## src/hw/rtl/aes_pkg.sv

```systemverilog
// AES-128 package: payload types, S-box function, GF(2^8) helpers.
// Used by every file of the aes128_block_encrypt block.
`default_nettype none
package aes_pkg;

  localparam int unsigned RoundsDef = 10;
  localparam int unsigned KeyWords  = 4;
  localparam int unsigned CfgIdxW   = 2;
  localparam int unsigned WordW     = 32;

  typedef enum logic [CfgIdxW-1:0] {
    REG_KEY_WORD_0 = 2'd0,
    REG_KEY_WORD_1 = 2'd1,
    REG_KEY_WORD_2 = 2'd2,
    REG_KEY_WORD_3 = 2'd3
  } cfg_reg_e;

  typedef struct packed {
    logic [31:0] plain_word_0;
    logic [31:0] plain_word_1;
    logic [31:0] plain_word_2;
    logic [31:0] plain_word_3;
  } plain_t;

  typedef struct packed {
    logic [31:0] cipher_word_0;
    logic [31:0] cipher_word_1;
    logic [31:0] cipher_word_2;
    logic [31:0] cipher_word_3;
  } cipher_t;

  // one round's worth of key, word 0 in the top bits
  typedef logic [127:0] rkey_t;

  localparam logic [7:0] SBOX [256] = '{
    8'h63,8'h7c,8'h77,8'h7b,8'hf2,8'h6b,8'h6f,8'hc5,8'h30,8'h01,8'h67,8'h2b,8'hfe,8'hd7,8'hab,8'h76,
    8'hca,8'h82,8'hc9,8'h7d,8'hfa,8'h59,8'h47,8'hf0,8'had,8'hd4,8'ha2,8'haf,8'h9c,8'ha4,8'h72,8'hc0,
    8'hb7,8'hfd,8'h93,8'h26,8'h36,8'h3f,8'hf7,8'hcc,8'h34,8'ha5,8'he5,8'hf1,8'h71,8'hd8,8'h31,8'h15,
    8'h04,8'hc7,8'h23,8'hc3,8'h18,8'h96,8'h05,8'h9a,8'h07,8'h12,8'h80,8'he2,8'heb,8'h27,8'hb2,8'h75,
    8'h09,8'h83,8'h2c,8'h1a,8'h1b,8'h6e,8'h5a,8'ha0,8'h52,8'h3b,8'hd6,8'hb3,8'h29,8'he3,8'h2f,8'h84,
    8'h53,8'hd1,8'h00,8'hed,8'h20,8'hfc,8'hb1,8'h5b,8'h6a,8'hcb,8'hbe,8'h39,8'h4a,8'h4c,8'h58,8'hcf,
    8'hd0,8'hef,8'haa,8'hfb,8'h43,8'h4d,8'h33,8'h85,8'h45,8'hf9,8'h02,8'h7f,8'h50,8'h3c,8'h9f,8'ha8,
    8'h51,8'ha3,8'h40,8'h8f,8'h92,8'h9d,8'h38,8'hf5,8'hbc,8'hb6,8'hda,8'h21,8'h10,8'hff,8'hf3,8'hd2,
    8'hcd,8'h0c,8'h13,8'hec,8'h5f,8'h97,8'h44,8'h17,8'hc4,8'ha7,8'h7e,8'h3d,8'h64,8'h5d,8'h19,8'h73,
    8'h60,8'h81,8'h4f,8'hdc,8'h22,8'h2a,8'h90,8'h88,8'h46,8'hee,8'hb8,8'h14,8'hde,8'h5e,8'h0b,8'hdb,
    8'he0,8'h32,8'h3a,8'h0a,8'h49,8'h06,8'h24,8'h5c,8'hc2,8'hd3,8'hac,8'h62,8'h91,8'h95,8'he4,8'h79,
    8'he7,8'hc8,8'h37,8'h6d,8'h8d,8'hd5,8'h4e,8'ha9,8'h6c,8'h56,8'hf4,8'hea,8'h65,8'h7a,8'hae,8'h08,
    8'hba,8'h78,8'h25,8'h2e,8'h1c,8'ha6,8'hb4,8'hc6,8'he8,8'hdd,8'h74,8'h1f,8'h4b,8'hbd,8'h8b,8'h8a,
    8'h70,8'h3e,8'hb5,8'h66,8'h48,8'h03,8'hf6,8'h0e,8'h61,8'h35,8'h57,8'hb9,8'h86,8'hc1,8'h1d,8'h9e,
    8'he1,8'hf8,8'h98,8'h11,8'h69,8'hd9,8'h8e,8'h94,8'h9b,8'h1e,8'h87,8'he9,8'hce,8'h55,8'h28,8'hdf,
    8'h8c,8'ha1,8'h89,8'h0d,8'hbf,8'he6,8'h42,8'h68,8'h41,8'h99,8'h2d,8'h0f,8'hb0,8'h54,8'hbb,8'h16
  };

  function automatic logic [7:0] xtime(input logic [7:0] b);
    xtime = {b[6:0], 1'b0} ^ (b[7] ? 8'h1b : 8'h00);
  endfunction

  function automatic logic [31:0] sub_word(input logic [31:0] w);
    sub_word = {SBOX[w[31:24]], SBOX[w[23:16]], SBOX[w[15:8]], SBOX[w[7:0]]};
  endfunction

  // Next round key from the previous one; rc is that round's constant.
  function automatic rkey_t next_rkey(input rkey_t k, input logic [7:0] rc);
    logic [31:0] t, w0, w1, w2, w3;
    t  = sub_word({k[23:0], k[31:24]}) ^ {rc, 24'h0};
    w0 = k[127:96] ^ t;
    w1 = k[95:64] ^ w0;
    w2 = k[63:32] ^ w1;
    w3 = k[31:0] ^ w2;
    next_rkey = {w0, w1, w2, w3};
  endfunction

  // SubBytes + ShiftRows, optionally MixColumns; column c in word c.
  function automatic logic [127:0] round_fn(input logic [127:0] s, input logic mix);
    logic [7:0] b [16];
    logic [7:0] t [16];
    logic [7:0] a0, a1, a2, a3, al;
    logic [127:0] r;
    for (int i = 0; i < 16; i++) b[i] = s[127-8*i -: 8];
    for (int c = 0; c < 4; c++)
      for (int rw = 0; rw < 4; rw++)
        t[c*4+rw] = SBOX[b[((c + rw) % 4) * 4 + rw]];
    for (int c = 0; c < 4; c++) begin
      a0 = t[c*4]; a1 = t[c*4+1]; a2 = t[c*4+2]; a3 = t[c*4+3];
      al = a0 ^ a1 ^ a2 ^ a3;
      if (mix) begin
        t[c*4]   = a0 ^ al ^ xtime(a0 ^ a1);
        t[c*4+1] = a1 ^ al ^ xtime(a1 ^ a2);
        t[c*4+2] = a2 ^ al ^ xtime(a2 ^ a3);
        t[c*4+3] = a3 ^ al ^ xtime(a3 ^ a0);
      end
    end
    for (int i = 0; i < 16; i++) r[127-8*i -: 8] = t[i];
    round_fn = r;
  endfunction

endpackage
`default_nettype wire

```

## src/hw/rtl/aes_key_cell.sv

```systemverilog
// One key-schedule cell: registers one round key derived from its neighbor.
// Depends on aes_pkg.
`default_nettype none
module aes_key_cell #(
  parameter logic [7:0] Rcon = 8'h01
) (
  input  wire             clk_i,
  input  wire             rst_ni,
  input  aes_pkg::rkey_t  key_i,
  output aes_pkg::rkey_t  key_o
);
  aes_pkg::rkey_t key_q;
  always_ff @(posedge clk_i or negedge rst_ni) begin
    if (!rst_ni) begin
      key_q <= '0;
    end else begin
      key_q <= aes_pkg::next_rkey(key_i, Rcon);
    end
  end
  assign key_o = key_q;
endmodule
`default_nettype wire

```

## config.mk

```make
export PLATFORM = sky130hd
export DESIGN_NAME = aes_key_cell
export DESIGN_NICKNAME = d
export VERILOG_FILES = /design/src/hw/rtl/aes_pkg.sv /design/src/hw/rtl/aes_key_cell.sv
export SDC_FILE = /design/constraint.sdc
export NUM_CORES = 1
export LEC_CHECK = 0
export ABC_AREA = 0
export ABC_CLOCK_PERIOD_IN_PS = 800
export BUFFER_PORTS_ARGS = -buffer_cell sky130_fd_sc_hd__buf_2
export CORE_MARGIN = 5
export CORE_UTILIZATION = 60
export DETAILED_ROUTE_END_ITERATION = 12
export HOLD_SLACK_MARGIN = 0.03
export PLACE_DENSITY = 0.82
export SLEW_MARGIN = 20
export SYNTH_ARGS = -nofsm -noshare
export SYNTH_HDL_FRONTEND = slang
export SYNTH_SLANG_ARGS = --single-unit
```

## constraint.sdc

```tcl
create_clock -name clk_i -period 0.8 [get_ports clk_i]
set_input_delay 0.16 -clock clk_i [delete_from_list [all_inputs] [get_ports clk_i]]
set_output_delay 0.16 -clock clk_i [all_outputs]
set_load 0.05 [all_outputs]
```

==> metrics.md, run 1 <==
| Metric | Value |
|---|---|
| Leading cell types by count after synthesis | nor2_1, nand2_1, o21ai_0 |
| CTS Hold Buffers Added | 36 |
| Synth top area cells | dfrtp_1, xnor2_1, mux4_2 |
| Run Error | [ERROR DPL-0033] detailed placement checks failed during check placement. |
| Clk sinks | around 130 |
| Cell variety after synth | 108 |
| Synth Instances | 2,468 |
| Top FF cell, synth | dfrtp_1 |
| Initial Util | 0.604 |
| Placer Congestion | 1.32 |
| Die Wd | 190 um |
| Post-placement cell count | 3,753 |
| Avg Cell Area, Syn | ~8 um^2 |
| Area fraction of the dominant cell type after synthesis | 0.164 |
| Most common cell in the netlist | nor2_1 |
| Post-CTS Setup Repair Bufs | slightly below 80 |
| Post-synth EDFFs | 0 |
| Cell Rows | 66 |
| Gates resized, CTS repair | approximately 690 |
| Die H | 190 um |
| CTS max path bufs | 2 |
| Post-synthesis register bit count | roughly 130 |
| Seq/Total Area, Yosys | 0.164 |
| IO Pins | ~260 |
| Ys Warns | 0 |
| IO buf count | 257 |
| TritonCTS Buffers | 17 |
| Clk root buf | clkbuf_16 |
| Detail Placement HPWL | 78.3 mm |
| Exit stage | clock tree synthesis (4_1_cts) |
| Mapped Nets | 2,658 |
| Syn Std Cell Area | 19,500 um^2 |
| Synth area leader | dfrtp_1 |
| Status | aborted with a tool error |
| Ys async rst share | 1.00 |
| H-tree depth | 4 |
## per-stage QoR
step | utilization | instance area, um^2 | hold WS, ns | setup slack [ns]
3_5_place_dp | 0.850 | 27500 | 0.0118 | -2.28
3_3_place_gp | 0.850 | 27500 | 0.00660 | -2.07
2_1_floorplan | - | 20300 | -0.136 | -1.90
## kinds of logic after synthesis
group	after synthesis	share of synthesized area
mux	92	0.0749
buf+inv	345	0.0880
simple gates	829	0.223
flops	128	0.164
fa+ha+maj	60	0.0385
compound gates	820	0.306
xor+xnor	194	0.105
==> run 2: changes to the inputs <==
CORE_UTILIZATION = 40   (was 60)
HOLD_SLACK_MARGIN = default   (was 0.03)
PLACE_DENSITY = default   (was 0.82)
PLACE_DENSITY_LB_ADDON = 0.15   (was default)
==> metrics.md, run 2 <==
| Metric | Value |
|---|---|
| Final #Nets | roughly 3,800 |
| Final wirelength | 120 mm |
| Cell variety after synth | 108 |
| Most common cell in the netlist | nor2_1 |
| XOR/XNOR Fraction of Synth Area | 0.105 |
| Pins Over Slew Limit | 0 |
| Synth Instances | between 2,000 and 2,500 |
| Hold Slack | -0.0454 ns |
| CTS max path bufs | 2 |
| Crit Path Class | in2reg |
| Post-placement cell count | 4,012 |
| Achievable Freq | 435 MHz |
| Congestion Overflow GR | 0 |
| IO buf count | 257 |
| Lkg Pwr | 14.9 nW |
| Adder-cell area share of the yosys netlist | 0.0385 |
| Clock transition at path regs | approximately 0.08 ns |
| Commonest cells after routing, fill and taps aside | buf_4, buf_6, nand2_1 |
| Wire per inst | 28.4 um |
| IO Pins | 258 |
| Fin cells | 4,205 |
| Multi-input gate area | 17,700 um^2 |
| H-tree depth | 4 |
| Final Worst Setup Slack | -1.50 ns |
| Max stage delay on crit path | about 0.56 ns |
| Worst EP arrival | 2.67 ns |
| DRC violation count after routing | 0 |
| Final Cell Area | 34,600 um^2 |
| Status | finished, violations left |
| Mux contribution to synthesized area | 0.0749 |
| All-Layer GR Usage | 0.425 |
| Setup violations, final | 256 |
| CP Max Fanout | 6 |
| Core Area | 48,500 um^2 |
| Max FFs per register | approximately 130 |
| Overall Power | about 52 mW |
| Setup TNS | -212.99 ns |
| Placer Congestion | 1.06 |
| DR vias/cell | between 6 and 7 |
| Critical path, cell by cell | buf_8 > buf_4 > ha_1 > buf_6 > buf_4 > or3b_1 > o21ai_0 > a211oi_1 > a21o_1 > mux4_2 > xnor2_2 > xor2_1 |
| Critical Path End Type | flip-flop |
| Final hold violations | 3 |
| Initial DRC Count | between 4,000 and 5,000 |
| Pwr per Cell Area | 1490 nW/um^2 |
| Detail Placement HPWL | 86.1 mm |
| Failing checks | hold timing, setup timing |
| Clk root buf | clkbuf_16 |
| TritonCTS Buffers | 17 |
| Area Overhead vs Synth | 77.3% |
| Share of cells above drive strength 1 | 0.534 |
| Cell Rows | 81 |
| Commonest non-fill, non-tap cell in the layout | buf_4 |
| Vias | 28,000 |
| Synth Area in Compound Gates | 0.306 |
| Leading cell types by count after synthesis | nor2_1, nand2_1, o21ai_0 |
| Final period utilization | 2.88 |
| Post-Synth Simple-Gate Area | 0.223 |
| Ys async rst share | 1.00 |
| Startpoint types | input port |
| Placed Area | approximately 28,000 um^2 |
| RSZ-0062 raised after global routing | yes |
| Initial antenna violation count | 3 |
| Syn Std Cell Area | between 15,000 and 20,000 um^2 |
| Register area | 3210 um^2 |
| Global-route wire length before repair | ~180 mm |
| Fin util | 0.712 |
| Max IR drop VDD | 1890 uV |
| Die area | 53,300 um^2 |
| Number of fill cells | between 3,000 and 4,000 |
| Mapped Nets | 2,658 |
| Seq/Total Area, Yosys | 0.164 |
| Clk sinks | roughly 130 |
| Synth area leader | dfrtp_1 |
| Post-detailed-route count of antenna-violating nets | 0 |
| Synth top area cells | dfrtp_1, xnor2_1, mux4_2 |
| CTS Hold Buffers Added | 38 |
| Die Wd | between 200 and 250 um |
| Worst hold-check path type | in2reg |
| Largest family of logic cells by synthesized area | compound AO/OA/AOI/OAI gates |
| Vias in the first global route | 27,400 |
| Slowest library cell on the worst path | mux4_2 |
| Worst Max-Slew Pin Slew | 0.607 ns |
| Min Tclk post-route | 2.30 ns |
| Cell mode on critical path | buf_4 |
| Top FF cell, synth | dfrtp_1 |
| Die H | 231 um |
| Area fraction of the dominant cell type after synthesis | 0.164 |
| Ys Warns | 0 |
| Max-cap viol count | 0 |
| Req. time, crit path | 1.17 ns |
| CTS tree | built |
| Initial Util | 0.402 |
| Post-synthesis register bit count | 128 |
| Largest net degree at the start of global routing | 38 |
| Post-synth EDFFs | 0 |
| Avg Cell Area, Syn | roughly 7.9 um^2 |
| TritonRoute pass-1 iters | 7 |
| Slew headroom | 0.592 |
## run 2: cell counts after synthesis
Identical to the previous run, type by type.
## run 2: kinds of logic (layout without fill, tap and decap cells)
family          after synthesis  after routing
compound gates              820            820
flops                       128            128
fa+ha+maj                    60             60
xor+xnor                    194            194
buf+inv                     345           1459
other cells                   0              1
mux                          92             92
simple gates                829            829
## run 2: through the flow
stage | hold slack (ns) | setup slack, ns
after floorplan | -0.136 | -1.90
after global placement | 0.0507 | -2.19
after detailed placement | 0.0549 | -2.19
after CTS | -0.0545 | -1.46
after global routing | -0.0284 | -1.54
final | -0.0454 | -1.50
## run 2: routing by layer
metal,global-route usage,part of all wire
met5,0,0
met1,0.533,0.36
met3,0.109,0.13
met2,0.668,0.44
met4,0.240,0.081
## run 2: cell type report
| class | instances | area share |
|---|---|---|
| multi-input cells | 1995 | 0.512 |
| repair buffers | 1365 | 0.348 |
| flip-flops and latches | 128 | 0.0928 |
| well taps | 622 | 0.0225 |
| clock buffers | 17 | 0.0123 |
| inverters | 62 | 0.00887 |
| clock inverters | 15 | 0.00391 |
| diodes | 1 | 0.0000724 |
## run 2: worst paths after layout
| kind | from | to | slack (ns) | depth (start not counted) |
|---|---|---|---|---|
| setup / recovery | key_i[25] | key_o[71] | -1.50 | 12 |
| hold / removal | key_i[102] | key_o[102] | -0.05 | 3 |
| max in group asynchronous | rst_ni | key_o[101] | 0.20 | 3 |
| min in group asynchronous | rst_ni | key_o[108] | 0.10 | 2 |
## run 2: critical path, delay by kind of cell
kind | cells | cell delay, ns
buffers and inverters | 4 | 0.54
xor gates and xnor gates | 2 | 0.32
AOI/OAI and AO/OA | 3 | 0.50
adders and majority gates | 1 | 0.20
muxes | 1 | 0.56
and+or+nand+nor | 1 | 0.37
## run 2: power by group
part / leakage (nW) / internal (mW) / switching, mW
logic: 13.1 / 14.6 / 19.4
registers: 1.49 / 8.28 / 1.28
clock network: 0.274 / 4.10 / 3.95
## run 2: what timing repair did
item	4_1_cts	5_1_grt
pin swaps	215	157
hold endpoints to repair	178	3
gates cloned	5	0
resized for setup	809	180
setup buffers	105	36
endpoints found under the setup margin	256	256
Power figures use the tool's default switching activity.
